**src/oscfar_pkg.sv**
```systemverilog
// Package for the ordered-statistic CFAR threshold unit.
// Holds widths, window constants, codes, state encoding and controller/datapath structs.
// Depends on nothing; every other file of the block imports it.
package oscfar_pkg;

  // Window and memory geometry.
  localparam int WINDOW_CELLS = 4;
  localparam int MEM_DEPTH    = 1024;
  localparam int HALF_CELLS   = WINDOW_CELLS / 2;
  localparam int ORDER_RANK   = (WINDOW_CELLS * 3) / 4;
  localparam int ORDER_IDX    = ORDER_RANK - 1;
  localparam int MEM_AW       = $clog2(MEM_DEPTH);
  localparam int CNT_W        = $clog2(WINDOW_CELLS);
  localparam int RANK_W       = $clog2(WINDOW_CELLS + 1);

  // Field widths.
  localparam int OP_W     = 1;
  localparam int ADDR_W   = 10;
  localparam int SAMPLE_W = 16;
  localparam int SCALE_W  = 16;
  localparam int LINE_W   = 11;
  localparam int STRIDE_W = 10;
  localparam int THR_W    = 32;
  localparam int EDGE_W   = 2;

  // Internal arithmetic widths.
  localparam int OFF_W  = STRIDE_W + $clog2(WINDOW_CELLS + 1);
  localparam int HALF_W = STRIDE_W + $clog2(HALF_CELLS + 1);
  localparam int LIM_W  = LINE_W + STRIDE_W;
  localparam int CMP_W  = ((LIM_W > HALF_W) ? LIM_W : HALF_W) + 2;
  localparam int GA_W   = ((OFF_W > MEM_AW) ? OFF_W : MEM_AW) + 2;

  // Configuration port.
  localparam int PADDR_W   = 4;
  localparam int PDATA_W   = 32;
  localparam int REG_IDX_W = 2;

  localparam logic [SCALE_W-1:0]  SCALE_RST  = SCALE_W'(1);
  localparam logic [LINE_W-1:0]   LINE_RST   = LINE_W'(8);
  localparam logic [STRIDE_W-1:0] STRIDE_RST = STRIDE_W'(8);

  typedef enum logic [REG_IDX_W-1:0] {
    REG_SCALE  = 2'd0,
    REG_LINE   = 2'd1,
    REG_STRIDE = 2'd2
  } reg_e;

  typedef enum logic [OP_W-1:0] {
    OP_WRITE = 1'b0,
    OP_QUERY = 1'b1
  } op_e;

  typedef enum logic [EDGE_W-1:0] {
    EDGE_BOTH  = 2'd0,
    EDGE_LEFT  = 2'd1,
    EDGE_RIGHT = 2'd2
  } edge_e;

  typedef enum logic [2:0] {
    ST_IDLE,
    ST_SETUP,
    ST_DECIDE,
    ST_GATHER,
    ST_DRAIN,
    ST_RANK,
    ST_LOAD
  } state_e;

  // Commands from the controller to the datapath.
  typedef struct packed {
    logic write;        // store the input word in the sample memory
    logic start;        // latch the cell under test
    logic setup;        // register line_cells * stride
    logic decide;       // pick the edge case and reset the gather offset
    logic gather;       // read one reference cell
    logic second_half;  // current reference cell lies after the cell under test
    logic half_wrap;    // last leading cell of a two-sided window
    logic rank;         // evaluate and rotate one candidate
    logic load;         // multiply and fill the output register
  } cmd_t;

  // Status from the datapath to the controller.
  typedef struct packed {
    logic out_free;
  } status_t;

endpackage

```
**src/oscfar_ctrl.sv**
```systemverilog
// Controller state machine of the CFAR threshold unit.
// Sequences setup, gather, rank and load steps; uses oscfar_pkg.
module oscfar_ctrl (
  input  logic                         clk_i,
  input  logic                         rst_ni,
  input  logic                         in_valid_i,
  input  logic [oscfar_pkg::OP_W-1:0]  in_op_i,
  output logic                         in_stall_o,
  input  oscfar_pkg::status_t          status_i,
  output oscfar_pkg::cmd_t             cmd_o
);
  import oscfar_pkg::*;

  state_e             state_q, state_d;
  logic [CNT_W-1:0]   cnt_q, cnt_d;
  logic               cnt_last;

  assign cnt_last = (cnt_q == CNT_W'(WINDOW_CELLS - 1));

  always_ff @(posedge clk_i or negedge rst_ni) begin
    if (!rst_ni) begin
      state_q <= ST_IDLE;
      cnt_q   <= '0;
    end else begin
      state_q <= state_d;
      cnt_q   <= cnt_d;
    end
  end

  always_comb begin
    state_d    = state_q;
    cnt_d      = cnt_q;
    cmd_o      = '0;
    in_stall_o = (state_q != ST_IDLE);
    case (state_q)
      ST_IDLE: begin
        if (in_valid_i) begin
          if (in_op_i == OP_QUERY) begin
            cmd_o.start = 1'b1;
            state_d     = ST_SETUP;
          end else begin
            cmd_o.write = 1'b1;
          end
        end
      end
      ST_SETUP: begin
        cmd_o.setup = 1'b1;
        state_d     = ST_DECIDE;
      end
      ST_DECIDE: begin
        cmd_o.decide = 1'b1;
        cnt_d        = '0;
        state_d      = ST_GATHER;
      end
      ST_GATHER: begin
        cmd_o.gather      = 1'b1;
        cmd_o.second_half = (cnt_q >= CNT_W'(HALF_CELLS));
        cmd_o.half_wrap   = (cnt_q == CNT_W'(HALF_CELLS - 1));
        if (cnt_last) begin
          cnt_d   = '0;
          state_d = ST_DRAIN;
        end else begin
          cnt_d = cnt_q + CNT_W'(1);
        end
      end
      ST_DRAIN: begin
        state_d = ST_RANK;
      end
      ST_RANK: begin
        cmd_o.rank = 1'b1;
        if (cnt_last) begin
          cnt_d   = '0;
          state_d = ST_LOAD;
        end else begin
          cnt_d = cnt_q + CNT_W'(1);
        end
      end
      ST_LOAD: begin
        if (status_i.out_free) begin
          cmd_o.load = 1'b1;
          state_d    = ST_IDLE;
        end
      end
      default: begin
        state_d = ST_IDLE;
      end
    endcase
  end

endmodule

```
**config.mk**
```make
export PLATFORM = sky130hd
export DESIGN_NAME = oscfar_ctrl
export DESIGN_NICKNAME = d
export VERILOG_FILES = /design/src/oscfar_pkg.sv /design/src/oscfar_ctrl.sv
export SDC_FILE = /design/constraint.sdc
export NUM_CORES = 1
export LEC_CHECK = 0
export ABC_AREA = 1
export BUFFER_PORTS_ARGS = -buffer_cell sky130_fd_sc_hd__buf_2
export CORE_AREA = 10 10 47 49
export CTS_BUF_LIST = sky130_fd_sc_hd__clkbuf_4 sky130_fd_sc_hd__clkbuf_8
export CTS_CLUSTER_DIAMETER = 30
export DETAILED_ROUTE_END_ITERATION = 7
export DIE_AREA = 0 0 57 59
export SYNTH_ARGS = -nofsm -noshare
export SYNTH_HDL_FRONTEND = slang
export SYNTH_SLANG_ARGS = --single-unit
```
**constraint.sdc**
```tcl
create_clock -name clk_i -period 1.4 [get_ports clk_i]
set_input_delay 0.14 -clock clk_i [delete_from_list [all_inputs] [get_ports clk_i]]
set_output_delay 0.14 -clock clk_i [all_outputs]
set_load 0.02 [all_outputs]
```
=== Yosys cells after proc, flatten, opt, wreduce, memory -nomap -nowiden ===
Index checks and enable logic that the tools add are counted.

* Bits in latches: 0
* Input port bits: 5
* Output and inout bits: 10
* Memory bits (writable): 0
* Register bits after elaboration: 5
* ROM bits: 0
* Memories: 0

* $lt $le $gt $ge: 1
* Multiply operators: 0
* Mux-type cells: 18
* Bitwise gates (word level): 0
* Reduce and logical (&&, ||, !) cells: 5
* $add $sub $neg: 1
* Div/mod/pow operators: 0
* Equal/unequal tests: 13
* Shifts and indexed selects: 0

{| class="wikitable"
|+ Operator list
! kind !! count
|-
| 3-bit case mux with 7 select lines || 1
|-
| 3-bit two-way mux || 6
|-
| 2-bit != test (second input constant) || 5
|-
| 3-bit equality test (second input constant) || 3
|-
| 1-bit two-way mux || 7
|-
| 3-bit by 2-bit equality test with 1-bit output (second input constant) || 2
|-
| 2-bit two-way mux || 3
|-
| 5-bit AND reduction || 1
|-
| 2-bit case mux with 2 select lines || 1
|-
| 3-bit by 1-bit equality test with 1-bit output (second input constant) || 1
|-
| 3-bit logical NOT || 1
|-
| 3-bit nonzero test || 1
|-
| 2-bit by 1-bit adder with 2-bit output (second input constant) || 1
|-
| 2-bit by 1-bit equality test with 1-bit output (second input constant) || 1
|-
| 2-bit equality test (second input constant) || 1
|-
| 2-bit greater-or-equal comparator (second input constant) || 1
|-
| 2-bit nonzero test || 1
|-
| 2-bit OR reduction || 1
|}

=== Logic depth before layout (Yosys ltp) ===
Gate-level depths: netlist of the first run.

* Depth after elaboration: 3
* Mapped depth: 8

=== Worst setup path after synthesis of the first run ===
OpenSTA, ideal clock, no wires.

* Path kind: register to output
* Start point: register state_q[0]
* End point: output port cmd_o[8] (netlist name)
* Buffers on the path: 1
* Path slack: -0.090 ns
* Stages on the path, launching flop included: 5
* Arrival time: 1.350 ns
* Path through: dfrtp_1 -> buf_4 -> nor2_1 -> nand2_1 -> nor3b_1

{| class="wikitable"
|+ RTL lines
! element !! RTL line !! text
|-
| start: declaration || oscfar_ctrl.sv:14 || <nowiki>state_e state_q, state_d;</nowiki>
|-
| start signal: assignment || oscfar_ctrl.sv:25 || <nowiki>state_q <= state_d;</nowiki>
|-
| end: declaration || oscfar_ctrl.sv:10 || <nowiki>output oscfar_pkg::cmd_t cmd_o</nowiki>
|}

==> impl_metrics.env, run 1 <==
export IMPL_initial_utilization=0.281
export IMPL_die_h_um=59
export IMPL_status="complete, no violations"
export IMPL_p_sw_mw=0.638
export IMPL_drt_iter0_markers=6
export IMPL_cts_buffers=3
export IMPL_final_hold_viol_count=0
export IMPL_worstMarginPinSlew_ps=177
export IMPL_p_per_area_nw_per_um2=2280
export IMPL_grt_max_degree=8
export IMPL_netlist_area_um2=394
export IMPL_sw_frac_of_total=0.482
export IMPL_via_count=419
export IMPL_ys_warn_count=0
export IMPL_drive_above_1_share=0.457
export IMPL_cts_tree="yes"
export IMPL_core_um2=1400
export IMPL_wl_per_cell_um=10.2
export IMPL_die_w_um=57
export IMPL_finalPower_mw=1.32
export IMPL_synthesis_nets=66
export IMPL_first_pass_iters=4
export IMPL_yosys_area_top_type="dfrtp_1"
export IMPL_rsz0062_at_grt="true"
export IMPL_drc=0
export IMPL_finalMaxSlewViolations=0
export IMPL_grt_pass1_wl_mm=1.73
export IMPL_avgSynthCellArea_um2=6.80
export IMPL_drt_total_wl_um=993
export IMPL_final_period_utilization=0.956
export IMPL_yosysSeqAreaShare=0.317
export IMPL_h_tree_depth=1
export IMPL_internal_power_mw=0.686
export IMPL_crit_required_ps=1260
export IMPL_layout_nets=90
export IMPL_num_rows=14
export IMPL_p_leak_nw=0.336
export IMPL_first_global_vias=426
export IMPL_clock_latency_ps=240
export IMPL_globalRouteOverflowTotal=0
export IMPL_yosys_area_top_type_share=0.317
export IMPL_yosys_register_bits=5
export IMPL_netlist_top_cells_area="dfrtp_1, nand2_1, inv_1"
export IMPL_fin_tns_setup_ps=0
export IMPL_p_clk_frac=0.142
export IMPL_relSlewSlack=0.881
export IMPL_cp_slowest_cell="dfrtp_2"
export IMPL_clockBufferDepth=2
export IMPL_critPathCaptureType="output port"
export IMPL_max_stage_delay_ps=420
export IMPL_io_pins=15
export IMPL_fill_cells=154
export IMPL_cpMostUsedCell="buf_4"
export IMPL_worstSetupStartpointType="flip-flop"
export IMPL_antenna_found_initial=0
export IMPL_ys_types=16
export IMPL_arrival_ps=1200
export IMPL_clockRootBuffer="clkbuf_4"
export IMPL_grtUsageTotal=0.0651
export IMPL_place_gp_congestion=0.831
export IMPL_area_growth_pct=47.3
export IMPL_max_cap_viol_count=0
export IMPL_pwr_share_seq=0.233
export IMPL_cts_sinks=5
export IMPL_viasPerCell=4.32
export IMPL_setup_violations=0
export IMPL_hp_class="in -> async"
export IMPL_dp_hpwl_um=769
export IMPL_path_class="reg -> out"
export IMPL_fin_crit_ps=1340
export IMPL_final_cell_mix="nand2_1, buf_2, inv_1"
export IMPL_peakVddDrop_v=0.000947
export IMPL_path_clk_slew_ps=40
export IMPL_crit_reg2reg_launch="cnt_q[0]$_DFFE_PN0P_"
export IMPL_cp_cell_sequence="buf_4 -> nand3_2 -> nor2_1 -> buf_4"
export IMPL_fmax_mhz=747
export IMPL_die_area_um2=3360
export IMPL_ant_nets=0
export IMPL_comb_power_share=0.625
export IMPL_cp_max_fo=6
export IMPL_port_buffers=14
export IMPL_crit_start="state_q[1]$_DFFE_PN0P_"
export IMPL_antenna_cells=0
export IMPL_synthCells=58
export IMPL_skew_ps=2.77
==> cell families after synthesis <==
family | after synthesis | synth area share
flip-flops | 5 | 0.317
AND/OR/NAND/NOR | 32 | 0.387
buffers and inverters | 13 | 0.133
adder cells (fa/ha/maj) | 3 | 0.0952
AO/OA/AOI/OAI | 5 | 0.0667
==> registers in the layout (all words and copies together), names as in the netlist <==
register  flops
state_q       3
cnt_q         2
==> layout make-up <==
| type | count | area (um2) | area share |
|---|---|---|---|
| clock buffer | 4 | 30.0 | 0.0517 |
| sequential | 5 | 129 | 0.222 |
| inverter | 12 | 45.0 | 0.0776 |
| multi-input combinational | 40 | 231 | 0.399 |
| tap | 16 | 20.0 | 0.0345 |
| timing repair buffer | 20 | 125 | 0.216 |
==> power by group through the flow <==
stage          Sequential (mW)  Combinational (mW)  Clock [mW]
2_1_floorplan            0.264               0.561           0
3_3_place_gp             0.307               0.667           0
3_5_place_dp             0.307               0.679           0
4_1_cts                  0.296               0.770       0.196
5_1_grt                  0.324               0.948       0.211
6_report                 0.309               0.828       0.188
==> worst paths after layout <==
check	to	slack, ps	depth (start not counted)
setup / recovery	cmd_o[3]	60	4
hold / removal	cnt_q[0]$_DFFE_PN0P_	240	2
setup reg to reg	state_q[1]$_DFFE_PN0P_	240	6
hold reg to reg	state_q[2]$_DFFE_PN0P_	540	2
max in group asynchronous	state_q[0]$_DFFE_PN0P_	1010	2
min in group clk_i	state_q[0]$_DFFE_PN0P_	260	5
==> through the flow <==
step                      area [um2]  hold slack, ps  utilization  worst slack (ps)  instances
after floorplan                  399            -156            -              97.1         58
final                            581             239        0.414              61.1         97
after global routing             581             252        0.414             -45.6         97
after detailed placement         482           -34.1        0.344               226         87
after global placement           482           -39.4        0.344               250         87
after CTS                        552             239        0.394              1.93         95
==> cells in the mapped netlist, drive strengths merged <==
cell and count:
a21oi 1, buf 1, dfrtp 5, ha 3
inv 12, nand2 16, nand3 6, nor2 8
nor3 1, nor3b 1, o21ai 3, o22ai 1
==> metal layers <==
metal / up-vias / GRT usage / routed length (um)
met5: - / 0 / 0
met3: 2 / 0.0408 / 80
met2: 15 / 0.0946 / 475
met4: 0 / 0.0403 / 2
met1: 180 / 0.0696 / 433
li1: 222 / - / -
==> timing repair <==
action                     4_1_cts  5_1_grt
setup buffers                    3        2
resized for setup                4        7
hold buffers                     1        0
setup endpoints to repair        1        6
hold endpoints to repair         5        0
pin swaps                        0        2
==> critical path, delay by kind of cell, from the launching register on <==
family	cells	cell delay, ps
simple gates	2	240
buf+inv	2	290
flops	1	420
No activity file was read; power rests on OpenSTA's default activity.
==> inputs of run 2 (changes only) <==
--- a/config.mk
+++ b/config.mk
@@ -12,6 +12,7 @@
 export CTS_CLUSTER_DIAMETER = 30
 export DETAILED_ROUTE_END_ITERATION = 7
 export DIE_AREA = 0 0 57 59
+export MAX_ROUTING_LAYER = met4
 export SYNTH_ARGS = -nofsm -noshare
 export SYNTH_HDL_FRONTEND = slang
 export SYNTH_SLANG_ARGS = --single-unit
==> run 2 against run 1 <==
Effect of this change: wire length unchanged; die area unchanged; largest cell class unchanged; critical endpoint unchanged; total power about the same.
==> impl_metrics.env, run 2 (synthesized netlist as in run 1, its figures left out) <==
export IMPL_sw_frac_of_total=0.482
export IMPL_pre_cts_slack_ps=226
export IMPL_placed_area_um2=482
export IMPL_fmax_mhz=747
export IMPL_drt_iter0_markers=6
export IMPL_h_tree_depth=1
export IMPL_worstSetupStartpointType="flip-flop"
export IMPL_via_count=419
export IMPL_globalRouteOverflowTotal=0
export IMPL_setup_ws_ps=61.4
export IMPL_antenna_cells=0
export IMPL_cp_cell_sequence="buf_4 -> nand3_2 -> nor2_1 -> buf_4"
export IMPL_clock_latency_ps=240
export IMPL_arrival_ps=1200
export IMPL_p_sw_mw=0.638
export IMPL_comb_power_share=0.625
export IMPL_critPathCaptureType="output port"
export IMPL_layout_nets=90
export IMPL_die_h_um=59
export IMPL_max_stage_delay_ps=420
export IMPL_p_clk_frac=0.142
export IMPL_first_global_vias=426
export IMPL_crit_start="state_q[1]$_DFFE_PN0P_"
export IMPL_antenna_found_initial=0
export IMPL_cpLargestDelayFamily="flip-flops"
export IMPL_clockRootBuffer="clkbuf_4"
export IMPL_die_area_um2=3360
export IMPL_dp_hpwl_um=769
export IMPL_grt_max_degree=8
export IMPL_skew_ps=2.77
export IMPL_drt_total_wl_um=993
export IMPL_drc=0
export IMPL_p_per_area_nw_per_um2=2280
export IMPL_ant_nets=0
export IMPL_cp_num_buf_inv=2
export IMPL_path_clk_slew_ps=40
export IMPL_final_cell_mix="nand2_1, buf_2, inv_1"
export IMPL_max_cap_viol_count=0
export IMPL_largestRegisters="state_q: 3 flops, cnt_q: 2 flops"
export IMPL_area_growth_pct=47.3
export IMPL_top_register="state_q"
export IMPL_clockBufferDepth=2
export IMPL_wl_per_cell_um=10.2
export IMPL_num_rows=14
export IMPL_pwr_share_seq=0.233
export IMPL_final_area_um2=581
export IMPL_fin_tns_setup_ps=0
export IMPL_cpMostUsedCell="buf_4"
export IMPL_cts_sinks=5
export IMPL_drive_above_1_share=0.457
export IMPL_rsz0062_at_grt="true"
export IMPL_cts_tree="yes"
export IMPL_worstMarginPinSlew_ps=177
export IMPL_place_gp_congestion=0.844
export IMPL_final_period_utilization=0.956
export IMPL_crit_required_ps=1260
export IMPL_die_w_um=57
export IMPL_initial_utilization=0.281
export IMPL_setup_violations=0
export IMPL_path_class="reg -> out"
export IMPL_first_pass_iters=4
export IMPL_grtUsageTotal=0.0669
export IMPL_cp_max_fo=6
export IMPL_hp_class="in -> async"
export IMPL_post_place_cells=87
export IMPL_fin_util=0.414
export IMPL_peakVddDrop_v=0.000947
export IMPL_finalMaxSlewViolations=0
export IMPL_final_hold_viol_count=0
export IMPL_p_leak_nw=0.336
export IMPL_cp_slowest_cell="dfrtp_2"
export IMPL_port_buffers=14
export IMPL_relSlewSlack=0.881
export IMPL_internal_power_mw=0.686
export IMPL_largest_register_ffs=3
export IMPL_viasPerCell=4.32
export IMPL_io_pins=15
export IMPL_core_um2=1400
export IMPL_status="complete, no violations"
export IMPL_grt_pass1_wl_mm=1.73
export IMPL_crit_reg2reg_launch="cnt_q[0]$_DFFE_PN0P_"
export IMPL_final_cells=97
export IMPL_cts_buffers=3
export IMPL_fin_crit_ps=1340
## run 2: cell counts in the layout (fill, tap and decap cells not counted)
No cell type changed its count.
## run 2: stage by stage
stage / hold slack [ps] / power (mW)
detailed placement: -34.1 / 0.986
CTS: 239 / 1.26
global placement: -39.4 / 0.974
finish: 239 / 1.32
global route: 252 / 1.48
floorplan: -156 / 0.825
## run 2: cell type report
| class | count | area, um2 |
|---|---|---|
| clock buffers | 4 | 30.0 |
| fillers | 154 | 821 |
| inverters | 12 | 45.0 |
| multi-input cells | 40 | 231 |
| flip-flops and latches | 5 | 129 |
| well taps | 16 | 20.0 |
| repair buffers | 20 | 125 |
## run 2: power groups by stage
stage                     combinational (mW)  sequential, mW  clock (mW)
after floorplan                        0.561           0.264           0
after global placement                 0.667           0.307           0
after detailed placement               0.679           0.307           0
after CTS                              0.770           0.296       0.196
after global routing                   0.948           0.324       0.211
final                                  0.828           0.309       0.188
## run 2: worst paths after layout
| kind | end | cells past startpoint | slack [ps] |
|---|---|---|---|
| hold reg to reg | state_q[2]$_DFFE_PN0P_ | 2 | 540 |
| min in group clk_i | state_q[0]$_DFFE_PN0P_ | 5 | 260 |
| setup / recovery | cmd_o[3] | 4 | 60 |
| hold / removal | cnt_q[0]$_DFFE_PN0P_ | 2 | 240 |
| setup reg to reg | state_q[1]$_DFFE_PN0P_ | 6 | 240 |
| max in group asynchronous | state_q[0]$_DFFE_PN0P_ | 2 | 1010 |
## run 2: what timing repair did
| item | CTS | global route |
|---|---|---|
| gates resized for setup | 4 | 7 |
| hold buffers | 1 | 0 |
| endpoints found under the hold margin | 5 | 0 |
| endpoints found under the setup margin | 1 | 6 |
| setup buffers | 3 | 2 |
| pin swaps | 0 | 2 |
## run 2: layer usage
metal,track usage,share of wire,up-vias
met4,0.0403,0.0020,0
met1,0.0732,0.46,180
met5,-,0,-
met3,0.0343,0.057,2
li1,-,-,222
met2,0.0946,0.48,15
## run 2: worst register-to-register path, delay by kind of cell, from the launching register on
family / cells / cell delay [ps]
adder cells (fa/ha/maj): 1 / 180
buffers and inverters: 2 / 250
flip-flops: 1 / 400
AND/OR/NAND/NOR: 3 / 210
